## src/hw/rtl/mset_pkg.sv

```systemverilog
`default_nettype none

package mset_pkg;

	localparam int NUM_SLOTS   = 8;
	localparam int TIME_BITS   = 32;
	localparam int MAX_RESULTS = 8;
	localparam int SLOT_IDX_W  = (NUM_SLOTS > 1) ? $clog2(NUM_SLOTS) : 1;
	localparam int FIRE_CNT_W  = $clog2(MAX_RESULTS + 1);
	localparam int LATE_W      = 32;
	localparam int EXT_W       = (TIME_BITS > LATE_W) ? TIME_BITS : LATE_W;
	localparam logic [15:0] LIMIT_RESET = 16'd5;

	typedef logic [TIME_BITS-1:0] tstamp_t;

	typedef enum logic {
		REQ_REGISTER = 1'b0,
		REQ_TICK     = 1'b1
	} req_t;

	typedef enum logic [1:0] {
		MODE_ONE_SHOT   = 2'd0,
		MODE_PERIODIC   = 2'd1,
		MODE_UNTIL_END  = 2'd2,
		MODE_WHILE_CONT = 2'd3
	} mode_t;

	typedef enum logic [1:0] {
		KIND_REGISTERED = 2'd0,
		KIND_REFUSED    = 2'd1,
		KIND_FIRED      = 2'd2
	} kind_t;

	typedef enum logic [1:0] {
		ST_IDLE  = 2'd0,
		ST_SCAN  = 2'd1,
		ST_FLUSH = 2'd2
	} state_t;

	typedef struct packed {
		req_t        req_type;
		mode_t       mode;
		logic [31:0] time_point;
		logic [23:0] period_ms;
		logic [7:0]  continue_mask;
	} req_word_t;

	typedef struct packed {
		kind_t       kind;
		logic [2:0]  slot;
		logic        late;
		logic [31:0] late_by_ms;
		logic        last;
	} res_word_t;

	typedef struct packed {
		mode_t       mode;
		tstamp_t     due;
		tstamp_t     end_t;
		logic [23:0] period;
	} slot_data_t;

	typedef struct packed {
		logic       valid;
		slot_data_t data;
	} slot_rec_t;

	typedef struct packed {
		req_t                  req_type;
		mode_t                 mode;
		tstamp_t               tp;
		logic [23:0]           period;
		logic                  cont;
		logic                  claimed;
		logic                  cap;
		tstamp_t               now;
		logic [15:0]           late_limit;
		logic [SLOT_IDX_W-1:0] idx;
	} scan_ctx_t;

	typedef struct packed {
		slot_rec_t rec;
		logic      fire;
		logic      claim;
		res_word_t word;
	} scan_res_t;

endpackage

`default_nettype wire

```

## src/hw/rtl/mset_cell.sv

```systemverilog
`default_nettype none

module mset_cell (
	input  logic                  clk,
	input  logic                  arst_n,
	input  logic                  shift_en,
	input  mset_pkg::slot_rec_t   rec_in,
	output mset_pkg::slot_rec_t   rec_out
);
	import mset_pkg::*;

	logic       valid_q;
	slot_data_t data_q;

	always_ff @(posedge clk or negedge arst_n) begin
		if (!arst_n) begin
			valid_q <= 1'b0;
		end else if (shift_en) begin
			valid_q <= rec_in.valid;
		end
	end

	always_ff @(posedge clk) begin
		if (shift_en) begin
			data_q <= rec_in.data;
		end
	end

	assign rec_out.valid = valid_q;
	assign rec_out.data  = data_q;

endmodule

`default_nettype wire

```

## src/hw/rtl/mset_eval.sv

```systemverilog
`default_nettype none

module mset_eval (
	input  mset_pkg::scan_ctx_t ctx,
	input  mset_pkg::slot_rec_t rec_in,
	output mset_pkg::scan_res_t res
);
	import mset_pkg::*;

	tstamp_t           el_due;
	tstamp_t           el_end;
	logic [EXT_W-1:0]  lat_ext;
	logic              sat;
	logic [LATE_W-1:0] late_by;

	always_comb begin
		el_due  = ctx.now - rec_in.data.due;
		// end time counts as passed once now reaches end + 1
		el_end  = ctx.now - rec_in.data.end_t - tstamp_t'(1);
		lat_ext = EXT_W'(el_due);
		sat     = |(lat_ext >> LATE_W);
		late_by = sat ? '1 : lat_ext[LATE_W-1:0];

		res       = '0;
		res.rec   = rec_in;
		res.fire  = 1'b0;
		res.claim = 1'b0;

		unique case (ctx.req_type)
			REQ_REGISTER: begin
				if (!rec_in.valid && !ctx.claimed) begin
					res.claim           = 1'b1;
					res.rec.valid       = 1'b1;
					res.rec.data.mode   = ctx.mode;
					res.rec.data.period = ctx.period;
					res.rec.data.end_t  = ctx.tp;
					res.rec.data.due    = (ctx.mode == MODE_ONE_SHOT) ? ctx.tp : ctx.now;
					res.word.kind       = KIND_REGISTERED;
					res.word.slot       = 3'(ctx.idx);
				end
			end
			REQ_TICK: begin
				if (rec_in.valid && !ctx.cap) begin
					if (rec_in.data.mode == MODE_UNTIL_END && !el_end[TIME_BITS-1]) begin
						res.rec.valid = 1'b0;
					end else if (!el_due[TIME_BITS-1]) begin
						if (rec_in.data.mode == MODE_WHILE_CONT && !ctx.cont) begin
							res.rec.valid = 1'b0;
						end else begin
							res.fire            = 1'b1;
							res.word.kind       = KIND_FIRED;
							res.word.slot       = 3'(ctx.idx);
							res.word.late_by_ms = late_by;
							res.word.late       = late_by > LATE_W'(ctx.late_limit);
							if (rec_in.data.mode == MODE_ONE_SHOT) begin
								res.rec.valid = 1'b0;
							end else begin
								res.rec.data.due = ctx.now + tstamp_t'(rec_in.data.period);
							end
						end
					end
				end
			end
		endcase
	end

endmodule

`default_nettype wire

```

## src/hw/rtl/multi_slot_event_timer_top.sv

```systemverilog
// Millisecond event timer with a table of slots held in a ring of cells.
// Request channel (req_valid/req_ready/req_word): a word either registers
// a timer (one-shot, periodic, periodic until an end time, periodic while
// its continue bit holds) or is a one millisecond tick.
// Result channel (res_valid/res_ready/res_word): a register word yields one
// result (registered with its slot, or refused); a tick yields one fired
// result per due slot in slot order, or none; last marks the final one.
// The slot records rotate once around the ring per word, one slot a cycle
// through the evaluator while the scan is not held; a flush state follows
// the scan, and req_ready returns only in idle, so no new word is taken
// until the last one is through.
// A result sits in the output register; while it is not taken and another
// fire must move out, the ring holds its position and the scan waits.
// cfg_wr_en writes the late limit. Reset clears all slots, the millisecond
// count and the output, and sets the late limit to 5.
`default_nettype none

module multi_slot_event_timer_top (
	input  logic                clk,
	input  logic                arst_n,
	input  logic                req_valid,
	output logic                req_ready,
	input  mset_pkg::req_word_t req_word,
	output logic                res_valid,
	input  logic                res_ready,
	output mset_pkg::res_word_t res_word,
	input  logic                cfg_wr_en,
	input  logic [15:0]         cfg_wr_data
);
	import mset_pkg::*;

	localparam logic [SLOT_IDX_W-1:0] IDX_LAST = SLOT_IDX_W'(NUM_SLOTS - 1);

	state_t                state_q, state_d;
	logic [SLOT_IDX_W-1:0] idx_q;
	logic [FIRE_CNT_W-1:0] fire_cnt_q;
	logic                  claimed_q;
	tstamp_t               now_q;
	logic [15:0]           limit_q;
	req_word_t             item_q;
	logic                  pend_valid_q;
	res_word_t             pend_q;
	logic                  out_valid_q;
	res_word_t             out_q;

	slot_rec_t             ring [NUM_SLOTS];
	scan_ctx_t             ctx;
	scan_res_t             ev;
	logic [2:0]            cont_sel;
	logic                  accept;
	logic                  advance;
	logic                  push;
	logic                  flush;
	logic                  out_free;
	res_word_t             out_d;
	res_word_t             refused_word;

	assign accept   = req_valid && req_ready;
	assign out_free = !out_valid_q || res_ready;
	assign cont_sel = 3'(idx_q);

	always_comb begin
		ctx            = '0;
		ctx.req_type   = item_q.req_type;
		ctx.mode       = item_q.mode;
		ctx.tp         = tstamp_t'(item_q.time_point);
		ctx.period     = item_q.period_ms;
		ctx.cont       = item_q.continue_mask[cont_sel];
		ctx.claimed    = claimed_q;
		ctx.cap        = (fire_cnt_q == FIRE_CNT_W'(MAX_RESULTS));
		ctx.now        = now_q;
		ctx.late_limit = limit_q;
		ctx.idx        = idx_q;
	end

	mset_eval u_eval (
		.ctx    (ctx),
		.rec_in (ring[0]),
		.res    (ev)
	);

	// cell j takes from cell j+1; the evaluated head record re-enters at the tail
	for (genvar j = 0; j < NUM_SLOTS; j++) begin : g_ring
		if (j == NUM_SLOTS - 1) begin : g_tail
			mset_cell u_cell (
				.clk      (clk),
				.arst_n   (arst_n),
				.shift_en (advance),
				.rec_in   (ev.rec),
				.rec_out  (ring[j])
			);
		end else begin : g_body
			mset_cell u_cell (
				.clk      (clk),
				.arst_n   (arst_n),
				.shift_en (advance),
				.rec_in   (ring[j+1]),
				.rec_out  (ring[j])
			);
		end
	end

	always_comb begin
		state_d = state_q;
		advance = 1'b0;
		flush   = 1'b0;
		unique case (state_q)
			ST_IDLE: begin
				if (req_valid) begin
					state_d = ST_SCAN;
				end
			end
			ST_SCAN: begin
				// hold the ring while a second fire has nowhere to go
				advance = !(ev.fire && pend_valid_q) || out_free;
				if (advance && idx_q == IDX_LAST) begin
					state_d = ST_FLUSH;
				end
			end
			ST_FLUSH: begin
				if (!pend_valid_q) begin
					state_d = ST_IDLE;
				end else if (out_free) begin
					flush   = 1'b1;
					state_d = ST_IDLE;
				end
			end
			default: begin
				state_d = ST_IDLE;
			end
		endcase
		push       = advance && ev.fire && pend_valid_q;
		out_d      = pend_q;
		out_d.last = flush;

		refused_word      = '0;
		refused_word.kind = KIND_REFUSED;
	end

	assign req_ready = (state_q == ST_IDLE);

	always_ff @(posedge clk or negedge arst_n) begin
		if (!arst_n) begin
			state_q      <= ST_IDLE;
			idx_q        <= '0;
			fire_cnt_q   <= '0;
			claimed_q    <= 1'b0;
			now_q        <= '0;
			limit_q      <= LIMIT_RESET;
			pend_valid_q <= 1'b0;
			out_valid_q  <= 1'b0;
		end else begin
			state_q <= state_d;
			if (cfg_wr_en) begin
				limit_q <= cfg_wr_data;
			end
			if (accept) begin
				idx_q        <= '0;
				fire_cnt_q   <= '0;
				claimed_q    <= 1'b0;
				pend_valid_q <= (req_word.req_type == REQ_REGISTER);
				if (req_word.req_type == REQ_TICK) begin
					now_q <= now_q + tstamp_t'(1);
				end
			end else if (advance) begin
				idx_q <= (idx_q == IDX_LAST) ? '0 : idx_q + SLOT_IDX_W'(1);
				if (ev.fire) begin
					fire_cnt_q   <= fire_cnt_q + FIRE_CNT_W'(1);
					pend_valid_q <= 1'b1;
				end
				if (ev.claim) begin
					claimed_q <= 1'b1;
				end
			end else if (flush) begin
				pend_valid_q <= 1'b0;
			end
			if (push || flush) begin
				out_valid_q <= 1'b1;
			end else if (res_ready) begin
				out_valid_q <= 1'b0;
			end
		end
	end

	always_ff @(posedge clk) begin
		if (accept) begin
			item_q <= req_word;
			pend_q <= refused_word;
		end else if (advance && (ev.fire || ev.claim)) begin
			pend_q <= ev.word;
		end
		if (push || flush) begin
			out_q <= out_d;
		end
	end

	assign res_valid = out_valid_q;
	assign res_word  = out_q;

endmodule

`default_nettype wire

```

## config.mk

```make
export PLATFORM = sky130hd
export DESIGN_NAME = multi_slot_event_timer_top
export DESIGN_NICKNAME = d
export VERILOG_FILES = /design/src/hw/rtl/mset_pkg.sv /design/src/hw/rtl/mset_cell.sv /design/src/hw/rtl/mset_eval.sv /design/src/hw/rtl/multi_slot_event_timer_top.sv
export SDC_FILE = /design/constraint.sdc
export NUM_CORES = 1
export LEC_CHECK = 0
export BUFFER_PORTS_ARGS = -buffer_cell sky130_fd_sc_hd__buf_2
export CORE_MARGIN = 2
export CORE_UTILIZATION = 30
export CTS_BUF_LIST = sky130_fd_sc_hd__clkbuf_8
export CTS_CLUSTER_DIAMETER = 30
export DETAILED_ROUTE_END_ITERATION = 8
export SLEW_MARGIN = 20
export SYNTH_ARGS = -nofsm -noshare
export SYNTH_HDL_FRONTEND = slang
export SYNTH_SLANG_ARGS = --single-unit
```

## constraint.sdc

```tcl
create_clock -name clk -period 18.8 [get_ports clk]
set_input_delay 3.76 -clock clk [delete_from_list [all_inputs] [get_ports clk]]
set_output_delay 3.76 -clock clk [all_outputs]
set_load 0.03 [all_outputs]
```

==> results by group <==
Place
  – Half-perimeter wire length after detailed placement: roughly 48000 um
  – Port Buffer Count: ~130
  – Final weighted congestion of routability-driven global placement: 0.840

Power
  – Peak VDD IR: roughly 0.00010 V
  – Leakage power of the design: 15.6 nW
  – Total Power Consumption: roughly 0.0077 W
  – Ratio of total power to cell area: 186 nW/um2

Worst setup path
  – Worst reg2reg path depth: 14
  – CP Data Required Time: between 15 and 20 ns
  – Startpoint kind of the worst setup timing path: register
  – Critical-path maximum fanout: between 200 and 250
  – Crit path arrival time: 7.69 ns
  – Reg-to-reg critical path startpoint: now_q[13]
  – Start-to-end type of the worst setup path: register to register
  – Endpoint class of the critical path: register
  – R2R Path End: g_ring[1].g_body.u_cell.rec_out[15]
  – Slack of the worst reg-to-reg path: ~12 ns

Synth
  – Synthesized netlist net count: 2406
  – Netlist cell types: 82
  – Number of synthesized flops with an enable pin: ~830
  – Flop and latch count out of synthesis: between 900 and 1000
  – Seq/Total Area, Yosys: slightly below 80%
  – Syn Area/Cell: ~16 um2
  – Warnings, synthesis: 0
  – Post-synthesis instance area: between 30000 and 40000 um2
  – Dominant register cell in the synthesized netlist: sky130_fd_sc_hd__edfxtp_1
  – Asr flop ratio synth: around 7.3%
  – Synth Instances: around 2200

Timing
  – Post-route setup TNS: 0 ns
  – Final setup violation count: 0
  – Setup repair after global routing missed its margin: no
  – Rel. slew slack: between 20% and 30%
  – Final Max Tran Viols: 0
  – Final number of hold-violating endpoints: 0
  – Max Clock Skew: ~0.051 ns
  – Worst Max-Slew Pin Slew: around 1.1 ns
  – Minimum period implied by the final worst setup slack: approximately 7.3 ns
  – Peak Freq: between 100 and 150 MHz
  – Post-Route Hold Slack: 0.394 ns
  – Fraction of the cycle the final worst path needs: between 30 and 40%

Route
  – Routed Wire Length: 74300 um
  – Iteration-0 DRC count of the detailed router: around 1600
  – Top layer used by detailed routing: met5
  – Post-DR wirelength/cell: around 18 um
  – Length of routed met3 wiring: around 4300 um
  – Post-detailed-route count of antenna-violating nets: 0
  – Total length of routed met2 wires: roughly 32000 um
  – 1st-pass router iterations: 5
  – Routed metal-1 wire length: ~36000 um
  – Number of vias after detailed routing: between 15000 and 20000
  – DRC violations left: 0
  – Ratio of routed vias to standard cells: roughly 4.6

Die
  – Die Width: about 350 um
  – Die outline height: approximately 350 um
  – Initial Utilization: a little under a third
  – # IOs: 129
  – Row cnt: 125
  – Die outline area: between 100000 and 150000 um2
  – Core area: around 120000 um2

Status
  – Status: finished, final reports clean

CTS
  – Deepest level of the CTS H-tree: 4
  – TritonCTS clock tree: done
  – Cts-stage hold buffer count: 0
  – Post-cts resize count: 0
  – Root Driver: sky130_fd_sc_hd__clkbuf_8
  – Maximum root-to-sink buffer count: 3
  – Number of buffers added by the clock tree synthesis step: about 170
  – Setup Fix Bufs, Post-CTS: 0
  – Clk pin slew, worst setup/hold paths: approximately 0.060 ns
  – Count of clock tree sinks: between 900 and 1000
  – Clock insertion delay at the later pin of the skew report: around 0.84 ns

Cells and area
  – Net total in the final layout: approximately 2700
  – Fillcell total: roughly 11000
  – Area taken by multi-input logic gates: 7430 um2
  – Combined flip-flop and latch cell area: 27200 um2
  – Fraction of final layout cells sized beyond drive strength 1: 17.1%
  – Area growth, synth to finish: 17.2%

GRT
  – Global route overflow: 0
  – Overall fraction of global-route tracks in use: about 12%
  – Largest net degree at the start of global routing: 203
  – Initial antenna violation count: 5
  – First-pass GRT wire length: between 100000 and 150000 um
  – Vias in the first global route: between 15000 and 20000

Worst hold path
  – Start point of the worst min-delay path: g_ring[3].g_body.u_cell.rec_out[47]
  – Worst min-delay path category: register to register
  – Endpoint with the worst hold slack: g_ring[2].g_body.u_cell.rec_out[47]
  – Cell count of the worst hold path: 0

Run
  – Count of maximum capacitance violations: 0
-- cells in the mapped netlist (12+ instances only) --
| cell type | count | area [um2] |
|---|---|---|
| sky130_fd_sc_hd__buf_2 | 12 | 60.1 |
| sky130_fd_sc_hd__a21o_1 | 32 | 240 |
| sky130_fd_sc_hd__clkbuf_1 | 40 | 150 |
| sky130_fd_sc_hd__xor2_1 | 26 | 228 |
| sky130_fd_sc_hd__a211oi_1 | 13 | 97.6 |
| sky130_fd_sc_hd__and3_1 | 28 | 175 |
| sky130_fd_sc_hd__nand3_1 | 60 | 300 |
| sky130_fd_sc_hd__o21ai_0 | 86 | 430 |
| sky130_fd_sc_hd__o21a_1 | 18 | 135 |
| sky130_fd_sc_hd__o211ai_1 | 45 | 338 |
| sky130_fd_sc_hd__nor3_1 | 19 | 95.1 |
| sky130_fd_sc_hd__nand4_1 | 23 | 144 |
| sky130_fd_sc_hd__dfxtp_1 | 37 | 741 |
| sky130_fd_sc_hd__dfrtp_1 | 66 | 1650 |
| sky130_fd_sc_hd__edfxtp_1 | 825 | 24800 |
| sky130_fd_sc_hd__nor2_1 | 67 | 251 |
| sky130_fd_sc_hd__a21oi_1 | 106 | 531 |
| sky130_fd_sc_hd__inv_1 | 106 | 398 |
| sky130_fd_sc_hd__nand2_1 | 236 | 886 |
| sky130_fd_sc_hd__ha_1 | 106 | 1330 |
| sky130_fd_sc_hd__nand2b_1 | 15 | 93.8 |
| sky130_fd_sc_hd__xnor2_1 | 54 | 473 |
-- per-stage QoR --
stage / setup slack [ns] / instances / util, % / instance area (um2)
after floorplan: 10.67 / 2210 / - / 35300
after global placement: 10.76 / 3815 / 32.4 / 37700
after detailed placement: 10.65 / 3815 / 32.4 / 37700
after CTS: 11.52 / 4117 / 35.5 / 41400
after global routing: 11.06 / 4120 / 35.5 / 41400
final: 11.54 / 4120 / 35.5 / 41400
-- area by class of cell --
type                       instances  share of cell area (%)
antenna                            2                  0.0121
clock buffer                     170                    5.65
clock inverter                   132                    3.09
inverter                         106                   0.967
multi-input combinational       1110                    17.9
sequential                       930                    65.7
tap                             1524                    4.61
timing repair buffer             146                    1.97
-- report_power, final --
| group | switching (W) | total, W | leakage, nW | internal [W] |
|---|---|---|---|---|
| clock | 0.000879 | 0.00201 | 1.91 | 0.00113 |
| combinational | 0.00117 | 0.00164 | 4.36 | 0.000464 |
| sequential | 0.000348 | 0.00403 | 9.34 | 0.00369 |
-- metal layers --
| metal | vias to the layer above | track usage [%] |
|---|---|---|
| met2 | 535 | 17.6 |
| met4 | 2 | 4.40 |
| met1 | 9300 | 17.7 |
| li1 | 8911 | - |
| met5 | - | 0 |
| met3 | 127 | 3.13 |
-- worst max-delay path, cell delays in order, from the launching register on --
cell,delay (ns)
sky130_fd_sc_hd__dfrtp_1,0.51
sky130_fd_sc_hd__ha_1,0.37
sky130_fd_sc_hd__a21oi_1,0.14
sky130_fd_sc_hd__nor2b_1,0.06
sky130_fd_sc_hd__a2111oi_0,0.54
sky130_fd_sc_hd__o21ai_1,0.16
sky130_fd_sc_hd__a211oi_1,0.59
sky130_fd_sc_hd__o31ai_1,0.31
sky130_fd_sc_hd__mux2i_1,0.25
sky130_fd_sc_hd__o2111a_4,0.39
sky130_fd_sc_hd__a21oi_4,0.17
sky130_fd_sc_hd__buf_4,0.63
sky130_fd_sc_hd__buf_12,0.75
sky130_fd_sc_hd__buf_4,0.84
sky130_fd_sc_hd__buf_4,0.86
-- flip-flops by register name, summed over array words and instances (netlist names), 2 cells and up --
register,count
limit_q,16
g_ring.g_body.u_cell.rec_out,630
g_ring.g_tail.u_cell.rec_out,90
out_d,37
cont_sel,3
now_q,32
state_q,2
item_q,8
fire_cnt_q,4
g_ring.g_body.u_cell.valid_q,7
res_word,38
ctx,59
-- logic make-up (layout without fill, tap and decap cells) --
| logic type | count (synthesis) | after routing | share of synthesized area, % |
|---|---|---|---|
| AOI/OAI and AO/OA | 405 | 405 | 7.95 |
| xor gates and xnor gates | 80 | 80 | 1.98 |
| other | 1 | 3 | 0.0106 |
| adders and majority gates | 108 | 108 | 3.87 |
| DFF | 930 | 930 | 77.1 |
| and+or+nand+nor | 491 | 491 | 6.32 |
| buffers and inverters | 170 | 554 | 1.98 |
| muxes | 25 | 25 | 0.822 |
-- cell usage in the layout (no fill, tap or decap), types with 15 or more instances in the layout --
master and n:
sky130_fd_sc_hd__bufinv_16 19, sky130_fd_sc_hd__and3_1 28, sky130_fd_sc_hd__a21oi_1 106, sky130_fd_sc_hd__nor2_1 65, sky130_fd_sc_hd__o21ai_0 86, sky130_fd_sc_hd__xor2_1 26, sky130_fd_sc_hd__o21a_1 18, sky130_fd_sc_hd__buf_2 126
sky130_fd_sc_hd__ha_1 106, sky130_fd_sc_hd__inv_1 136, sky130_fd_sc_hd__a21o_1 32, sky130_fd_sc_hd__o211ai_1 45, sky130_fd_sc_hd__nand4_1 23, sky130_fd_sc_hd__clkinv_1 22, sky130_fd_sc_hd__buf_4 17, sky130_fd_sc_hd__clkinv_2 20
sky130_fd_sc_hd__nand2b_1 15, sky130_fd_sc_hd__clkbuf_8 170, sky130_fd_sc_hd__clkinvlp_4 15, sky130_fd_sc_hd__dfrtp_1 66, sky130_fd_sc_hd__xnor2_1 54, sky130_fd_sc_hd__edfxtp_1 825, sky130_fd_sc_hd__nand2_1 235, sky130_fd_sc_hd__dfxtp_1 37
sky130_fd_sc_hd__nand3_1 60, sky130_fd_sc_hd__nor3_1 19
-- worst max path at each step --
stage	startpoint	endpoint	slack (ns)	cells past startpoint
floorplan	res_ready	cont_sel[2]	10.67	6
global placement	res_ready	g_ring[1].g_body.u_cell.rec_out[67]	10.76	9
detailed placement	res_ready	g_ring[2].g_body.u_cell.rec_out[67]	10.65	9
CTS	now_q[13]	g_ring[7].g_tail.u_cell.rec_out[15]	11.52	14
global route	now_q[13]	g_ring[1].g_body.u_cell.rec_out[15]	11.06	14
finish	now_q[13]	g_ring[1].g_body.u_cell.rec_out[15]	11.54	14
(Power assumes the default switching activity.)
